==> src/design/c2d_pkg.sv <==
`default_nettype none

package c2d_pkg;

	// Widths fixed by the stream fields.
	localparam int unsigned ELEM_W    = 16;
	localparam int unsigned SUM_W     = 35;
	localparam int unsigned OUT_IDX_W = 10;
	localparam int unsigned KROW_W    = 3 * ELEM_W;
	localparam int unsigned SIZE_W    = 11;
	localparam int unsigned CFG_IDX_W = 3;
	localparam int unsigned IN_TDATA_W  = 16;
	localparam int unsigned OUT_TDATA_W = 56;

	// Default geometry limits and queue depth.
	localparam int unsigned MAX_COLS_DEF = 1024;
	localparam int unsigned MAX_ROWS_DEF = 1024;
	localparam int unsigned QDEPTH       = 4;

	// Reset values of the configuration registers.
	localparam logic [KROW_W-1:0] KROW_RESET = 48'h0001_0001_0001;
	localparam logic [SIZE_W-1:0] SIZE_RESET = 11'd5;

	// Configuration register indexes.
	typedef enum logic [CFG_IDX_W-1:0] {
		REG_KERNEL_TOP    = 3'd0,
		REG_KERNEL_MID    = 3'd1,
		REG_KERNEL_BOTTOM = 3'd2,
		REG_MATRIX_COLS   = 3'd3,
		REG_MATRIX_ROWS   = 3'd4
	} reg_idx_t;

	typedef logic [OUT_IDX_W-1:0] idx_t;

	// Position data that travels with each result.
	typedef struct packed {
		idx_t row;
		idx_t col;
		logic last;
	} meta_t;

	// One classified element: the new window column plus its position.
	typedef struct packed {
		logic [ELEM_W-1:0] top;
		logic [ELEM_W-1:0] mid;
		logic [ELEM_W-1:0] elem;
		logic              produce;
		meta_t             meta;
	} qent_t;

endpackage

`default_nettype wire

==> src/design/c2d_queue.sv <==
`default_nettype none

module c2d_queue (
	input  wire logic                                 clk,
	input  wire logic                                 arst_n,
	input  wire logic                                 push,
	input  wire c2d_pkg::qent_t                       push_data,
	input  wire logic                                 pop,
	output      c2d_pkg::qent_t                       pop_data,
	output      logic                                 not_empty,
	output      logic [$clog2(c2d_pkg::QDEPTH+1)-1:0] count
);

	localparam int unsigned PW = $clog2(c2d_pkg::QDEPTH);
	localparam int unsigned NW = $clog2(c2d_pkg::QDEPTH + 1);

	c2d_pkg::qent_t mem_q [c2d_pkg::QDEPTH];
	logic [PW-1:0]  wr_ptr_q;
	logic [PW-1:0]  rd_ptr_q;
	logic [NW-1:0]  count_q;

	// Pointer and occupancy bookkeeping; the producer never pushes when full.
	always_ff @(posedge clk or negedge arst_n) begin
		if (!arst_n) begin
			wr_ptr_q <= '0;
			rd_ptr_q <= '0;
			count_q  <= '0;
		end else begin
			if (push) begin
				wr_ptr_q <= (32'(wr_ptr_q) == c2d_pkg::QDEPTH - 1) ? '0 : wr_ptr_q + PW'(1);
			end
			if (pop) begin
				rd_ptr_q <= (32'(rd_ptr_q) == c2d_pkg::QDEPTH - 1) ? '0 : rd_ptr_q + PW'(1);
			end
			if (push && !pop) begin
				count_q <= count_q + NW'(1);
			end else if (pop && !push) begin
				count_q <= count_q - NW'(1);
			end
		end
	end

	// Entry storage.
	always_ff @(posedge clk) begin
		if (push) begin
			mem_q[wr_ptr_q] <= push_data;
		end
	end

	assign pop_data  = mem_q[rd_ptr_q];
	assign not_empty = (count_q != '0);
	assign count     = count_q;

endmodule

`default_nettype wire

==> config.mk <==
export PLATFORM = sky130hd
export DESIGN_NAME = c2d_queue
export DESIGN_NICKNAME = d
export VERILOG_FILES = /design/src/design/c2d_pkg.sv /design/src/design/c2d_queue.sv
export SDC_FILE = /design/constraint.sdc
export NUM_CORES = 1
export LEC_CHECK = 0
export BUFFER_PORTS_ARGS = -buffer_cell sky130_fd_sc_hd__buf_2
export CAP_MARGIN = 20
export CORE_MARGIN = 4
export CORE_UTILIZATION = 57
export CTS_CLUSTER_SIZE = 20
export DETAILED_ROUTE_END_ITERATION = 10
export PLACE_DENSITY = 0.83
export SLEW_MARGIN = 0
export SYNTH_ARGS = -nofsm -noshare
export SYNTH_HDL_FRONTEND = slang
export SYNTH_SLANG_ARGS = --single-unit
==> constraint.sdc <==
create_clock -name clk -period 3.3 [get_ports clk]
set_clock_uncertainty 0.05 [all_clocks]
set_input_delay 0.495 -clock clk [delete_from_list [all_inputs] [get_ports clk]]
set_output_delay 0.495 -clock clk [all_outputs]
set_load 0.01 [all_outputs]
==> results of run 1 <==
==> sequential cells by signal, indices dropped and copies added (netlist names) <==
signal    flops
mem_q       280
rd_ptr_q      2
count         3
wr_ptr_q      2
==> layout by cell type, fill, tap and decap left out, types with 5 or more instances in the layout <==
cell and n:
clkinv_1 5, ha_1 6, buf_2 147, clkbuf_1 11, edfxtp_1 280, buf_12 5
clkbuf_16 27, mux4_2 68, dfrtp_1 5
==> how the worst max path moves through the flow <==
| stage | slack, ns | depth (start not counted) | to |
|---|---|---|---|
| after floorplan | 0.55 | 3 | mem_q[0][0] |
| after global placement | 0.83 | 3 | pop_data[69] |
| after detailed placement | 0.82 | 3 | pop_data[10] |
| after CTS | 0.25 | 3 | pop_data[10] |
| after global routing | 0.16 | 3 | pop_data[10] |
| final | 0.36 | 3 | pop_data[10] |
==> routing by layer <==
metal / wire length (µm) / share of wire
met1: 7058 / 0.39
met2: 9514 / 0.52
met3: 1392 / 0.076
met4: 293 / 0.016
met5: 40 / 0.0022
==> power by group <==
group / switching [mW] / total [mW] / internal, mW / leakage [nW]
combinational: 1.33 / 2.75 / 1.42 / 1.20
clock: 1.21 / 2.79 / 1.58 / 0.383
sequential: 0.423 / 5.10 / 4.68 / 2.65
==> kinds of logic after synthesis <==
group | after synthesis | synth area share
multiplexers | 73 | 0.1528
AND/OR/NAND/NOR | 10 | 0.004727
XOR/XNOR | 3 | 0.002482
AO/OA/AOI/OAI | 2 | 0.0009454
adder cells (fa/ha/maj) | 7 | 0.008981
buffers and inverters | 20 | 0.01938
flip-flops | 287 | 0.8107
==> area by class of cell <==
| cell class | count | area, µm² | share of cell area |
|---|---|---|---|
| sequential | 287 | 8591 | 0.6961 |
| multi-input combinational | 95 | 1809 | 0.1466 |
| timing repair buffer | 154 | 853.3 | 0.06915 |
| clock buffer | 38 | 716.9 | 0.05810 |
| tap | 229 | 286.5 | 0.02322 |
| clock inverter | 10 | 68.82 | 0.005576 |
| inverter | 4 | 15.01 | 0.001217 |
==> metrics.md, run 1 <==
| Metric | Value |
|---|---|
| Fin cells | `817` |
| CP max-delay cell | `dfrtp_4` |
| Synthesis-to-finish area growth | `16.56%` |
| Synth Instances | `402` |
| Starting density of the core | `0.5854` |
| WP data required | `2.75 ns` |
| CP Max Fanout | `34` |
| Drt pass-1 iters | `4` |
| LEAKAGE | `4.238 nW` |
| Placed inst area | `11540 µm²` |
| Die width | `144.3 µm` |
| WP data arrival | `2.40 ns` |
| DRC violations left | `0` |
| Iter 0 DRT Violations | `269` |
| Most common flop cell mapped by yosys | `edfxtp_1` |
| Hold Path Cell Cnt | `1` |
| Hold Crit Class | `in -> reg` |
| RSZ-0062 raised after global routing | `no` |
| Die area | `20820 µm²` |
| Post-cts resize count | `0` |
| End-of-flow core utilization | `0.6823` |
| Clk_lat worst skew | `0.51 ns` |
| Core Region | `18090 µm²` |
| Crit-path max cell delay | `0.78 ns` |
| Synth warn | `0` |
| Number of routed nets with antenna violations | `0` |
| Met2 Track Usage GR | `0.3021` |
| GRT overflow | `0` |
| First-pass GRT wire length | `28550 µm` |
| Share of cells above drive strength 1 | `0.4456` |
| I/O Pins | `148` |
| Clk buf depth | `3` |
| Crit. End Element | `output port` |
| Synthesized Nets | `483` |
| Maximum clock rate | `339.7 MHz` |
| Hold-fix buffers at CTS | `1` |
| Period minus WS final | `2.944 ns` |
| Antenna violations before repair | `3` |
| Synth cell count leaders | `edfxtp_1, mux4_2, buf_12, buf_2, dfrtp_1` |
| Worst Hold End | `mem_q[3][46]` |
| Final Power | `10.64 mW` |
| ANT cells | `0` |
| IO Port Bufs | `147` |
| Pwr Density | `861.9 nW/µm²` |
| M1 GR Usage | `0.2379` |
| Final setup fails | `0` |
| Hold path startpoint | `push_data[46]` |
| Final instance area | `12340 µm²` |
| Synth Register Bits | `287` |
| Via-per-instance ratio | `5.688` |
| Placed insts | `768` |
| Worst setup startpoint | `rd_ptr_q[0]` |
| Via count | `4647` |
| Place WS | `0.8174 ns` |
| Clk sinks | `287` |
| VDD IR max | `0.7817 mV` |
| Largest net degree at the start of global routing | `73` |
| Worst setup SP type | `flop` |
| Relative slew slack | `0.3023` |
| Gr usage total | `0.1808` |
| Ys async rst share | `0.02439` |
| Most frequent cell after synthesis | `edfxtp_1` |
| H-Tree Depth | `1` |
| Clock Pin Slew Worst Setup and Hold Paths | `0.06 ns` |
| Hold Vio Cnt, Final | `0` |
| Total CTS buffers | `27` |
| Dominant cells by area after synthesis | `edfxtp_1, mux4_2, dfrtp_1` |
| Synth Cell Area | `10590 µm²` |
| WP buf/inv | `2` |
| Post-CTS Setup Inserts | `0` |
| Post-Route Setup TNS | `0 ns` |
| Vias in the first global route | `4991` |
| Status | `completed` |
| Synth cell types | `19` |
| Final net count | `650` |
| Setup CP Type | `reg -> out` |
| Row Count | `49` |
| Grt peak-use layer | `met2` |
| Mapped Avg Cell Area | `26.34 µm²` |
| DR WL/cell | `22.40 µm` |
| Period utilisation layout | `0.8922` |
| Critical R2R Launch | `rd_ptr_q[1]` |
| Die Y-Extent | `144.3 µm` |
| Routed Wire Length | `18300 µm` |
| Slew @ Worst Pin | `1.047 ns` |
| Reg2reg path depth | `2` |
| Met3 Use GR | `0.05324` |
| R2R Setup Slk | `1.37 ns` |
| Leading area contributor after synthesis | `edfxtp_1` |
| Final max-slew violation count | `0` |
| Worst r2r dst | `rd_ptr_q[1]` |
| Seq/Total Area, Yosys | `0.8107` |
| Fin Hold WS | `0.1395 ns` |
| CP top delay family | `flip-flops` |
| Number of synthesized flops with an enable pin | `280` |
| Critical path cell sequence | `buf_12, mux4_2, buf_2` |
| Final GP Congestion | `0.7444` |
| Top cell type's share of synthesized area | `0.7941` |
| Maxcap violations | `0` |
| CTS tree | `built` |
| CTS Root Cell | `clkbuf_16` |
| Worst setup margin | `0.3559 ns` |
| # fillers | `1091` |
| HPWL Detailed | `11250 µm` |
(Power assumes the default switching activity.)
==> run 2: changes to the inputs <==
- CORE_MARGIN: 4 -> not set
- CORE_UTILIZATION: 57 -> 60
- PLACE_DENSITY: 0.83 -> 0.87
- clock period: 3.3 -> 3.6 ns (I/O delays scaled with it)
==> run 2 against run 1 <==
Against the previous run: count of clock-buffer cells in the layout is 5 lower; die area decreased by 13%; first-iteration DRC count decreased by 5.2%; non-clock buffer count shrank 3; utilization rose by 3.8 points.
==> metrics.md, run 2 (synthesis results as in run 1) <==
| Metric | Value |
|---|---|
| Status | `completed` |
| Final setup fails | `0` |
| Placed insts | `761` |
| Worst r2r dst | `mem_q[0][2]` |
| WP data required | `3.01 ns` |
| HPWL Detailed | `10270 µm` |
| LEAKAGE | `4.291 nW` |
| Critical R2R Launch | `wr_ptr_q[0]` |
| CP Max Fanout | `29` |
| Hold Vio Cnt, Final | `0` |
| Post-cts resize count | `0` |
| Relative slew slack | `0.2844` |
| Die area | `18180 µm²` |
| H-Tree Depth | `1` |
| CP max-delay cell | `dfrtp_4` |
| ANT cells | `0` |
| Die Y-Extent | `134.8 µm` |
| Clock Pin Slew Worst Setup and Hold Paths | `0.06 ns` |
| Worst setup SP type | `flop` |
| Via count | `4652` |
| Antenna violations before repair | `0` |
| Post-CTS Setup Inserts | `0` |
| Crit-path max cell delay | `0.79 ns` |
| # fillers | `987` |
| Hold Path Cell Cnt | `1` |
| DR WL/cell | `22.58 µm` |
| Starting density of the core | `0.6143` |
| Clk buf depth | `3` |
| Critical path cell sequence | `buf_4, mux4_2, buf_2` |
| GRT overflow | `0` |
| Hold-fix buffers at CTS | `1` |
| Die width | `134.8 µm` |
| End-of-flow core utilization | `0.7207` |
| Crit. End Element | `output port` |
| I/O Pins | `148` |
| Max reg flops | `280` |
| CTS tree | `built` |
| Setup CP Type | `reg -> out` |
| Post-Route Setup TNS | `0 ns` |
| Clk_lat worst skew | `0.52 ns` |
| Period minus WS final | `3.062 ns` |
| Commonest non-fill, non-tap cell in the layout | `edfxtp_1` |
| Pwr Density | `813.8 nW/µm²` |
| Hold path startpoint | `push_data[37]` |
| RSZ-0062 raised after global routing | `no` |
| Iter 0 DRT Violations | `255` |
| Row Count | `48` |
| Fin cells | `814` |
| Share of cells above drive strength 1 | `0.4533` |
| VDD IR max | `0.5157 mV` |
| Gr usage total | `0.2053` |
| Worst Hold End | `mem_q[0][37]` |
| Vias in the first global route | `4903` |
| Top reg by flops | `mem_q` |
| Core Region | `17240 µm²` |
| Via-per-instance ratio | `5.715` |
| Largest net degree at the start of global routing | `71` |
| Hold Crit Class | `in -> reg` |
| Most frequent cells in the layout | `edfxtp_1, buf_2, mux4_2` |
| Final net count | `648` |
| Total CTS buffers | `28` |
| IO Port Bufs | `147` |
| Maximum clock rate | `326.6 MHz` |
| R2R Setup Slk | `1.59 ns` |
| Routed Wire Length | `18380 µm` |
| Number of routed nets with antenna violations | `0` |
| Clk sinks | `287` |
| Final max-slew violation count | `0` |
| CTS Root Cell | `clkbuf_16` |
| Reg2reg path depth | `3` |
| Final GP Congestion | `0.7146` |
| Drt pass-1 iters | `4` |
| Synthesis-to-finish area growth | `17.32%` |
| Slew @ Worst Pin | `1.073 ns` |
| WP data arrival | `2.47 ns` |
| Maxcap violations | `0` |
| First-pass GRT wire length | `27120 µm` |
| Period utilisation layout | `0.8506` |
| DRC violations left | `0` |
[run 2: cell types whose count changed in the layout (fill, tap and decap cells not counted), sizes merged]
cell    before  now
buf        153  150
bufinv       1    4
clkbuf      38   33
clkinv       9   14
inv          4    5
[run 2: final cells by class]
type / instances / area (µm²) / share of cell area
tap: 225 / 281.5 / 0.02266
clock buffer: 33 / 740.7 / 0.05963
clock inverter: 19 / 191.4 / 0.01541
inverter: 4 / 15.01 / 0.001209
sequential: 287 / 8591 / 0.6916
timing repair buffer: 151 / 793.3 / 0.06386
multi-input combinational: 95 / 1809 / 0.1456
[run 2: through the flow]
step	area (µm²)	setup slack, ns	total power [mW]	hold WS, ns
2_1_floorplan	10590	0.8510	6.464	0.1944
3_3_place_gp	11480	1.066	7.201	0.3263
3_5_place_dp	11480	1.043	7.286	0.3374
4_1_cts	12420	0.4589	10.22	0.1505
5_1_grt	12420	0.3816	10.50	0.1550
6_report	12420	0.5378	10.11	0.1749
[run 2: worst max path at each step]
stage | from | to | slack, ns | cells past startpoint
after global routing | rd_ptr_q[0] | pop_data[38] | 0.38 | 3
final | rd_ptr_q[0] | pop_data[45] | 0.54 | 3
after global placement | rd_ptr_q[0] | pop_data[60] | 1.07 | 3
after floorplan | wr_ptr_q[0] | mem_q[0][0] | 0.85 | 3
after detailed placement | rd_ptr_q[0] | pop_data[45] | 1.04 | 3
after CTS | rd_ptr_q[0] | pop_data[38] | 0.46 | 3
[run 2: per-layer routing]
layer / routed length (µm) / vias up / GRT usage
met1: 7139 / 2411 / 0.2524
met5: 0 / - / 0
met3: 1106 / 32 / 0.04617
met2: 9722 / 153 / 0.3645
li1: - / 2056 / -
met4: 410 / 0 / 0.06367
[run 2: power by group]
group	total, mW	switching [mW]	internal (mW)
combinational	2.57	1.30	1.27
sequential	4.62	0.317	4.30
clock	2.92	1.17	1.75
[run 2: critical path, delay by kind of cell, from the launching register on]
family	cells	cell delay [ns]
buffers and inverters	2	0.56
multiplexers	1	0.57
flip-flops	1	0.79
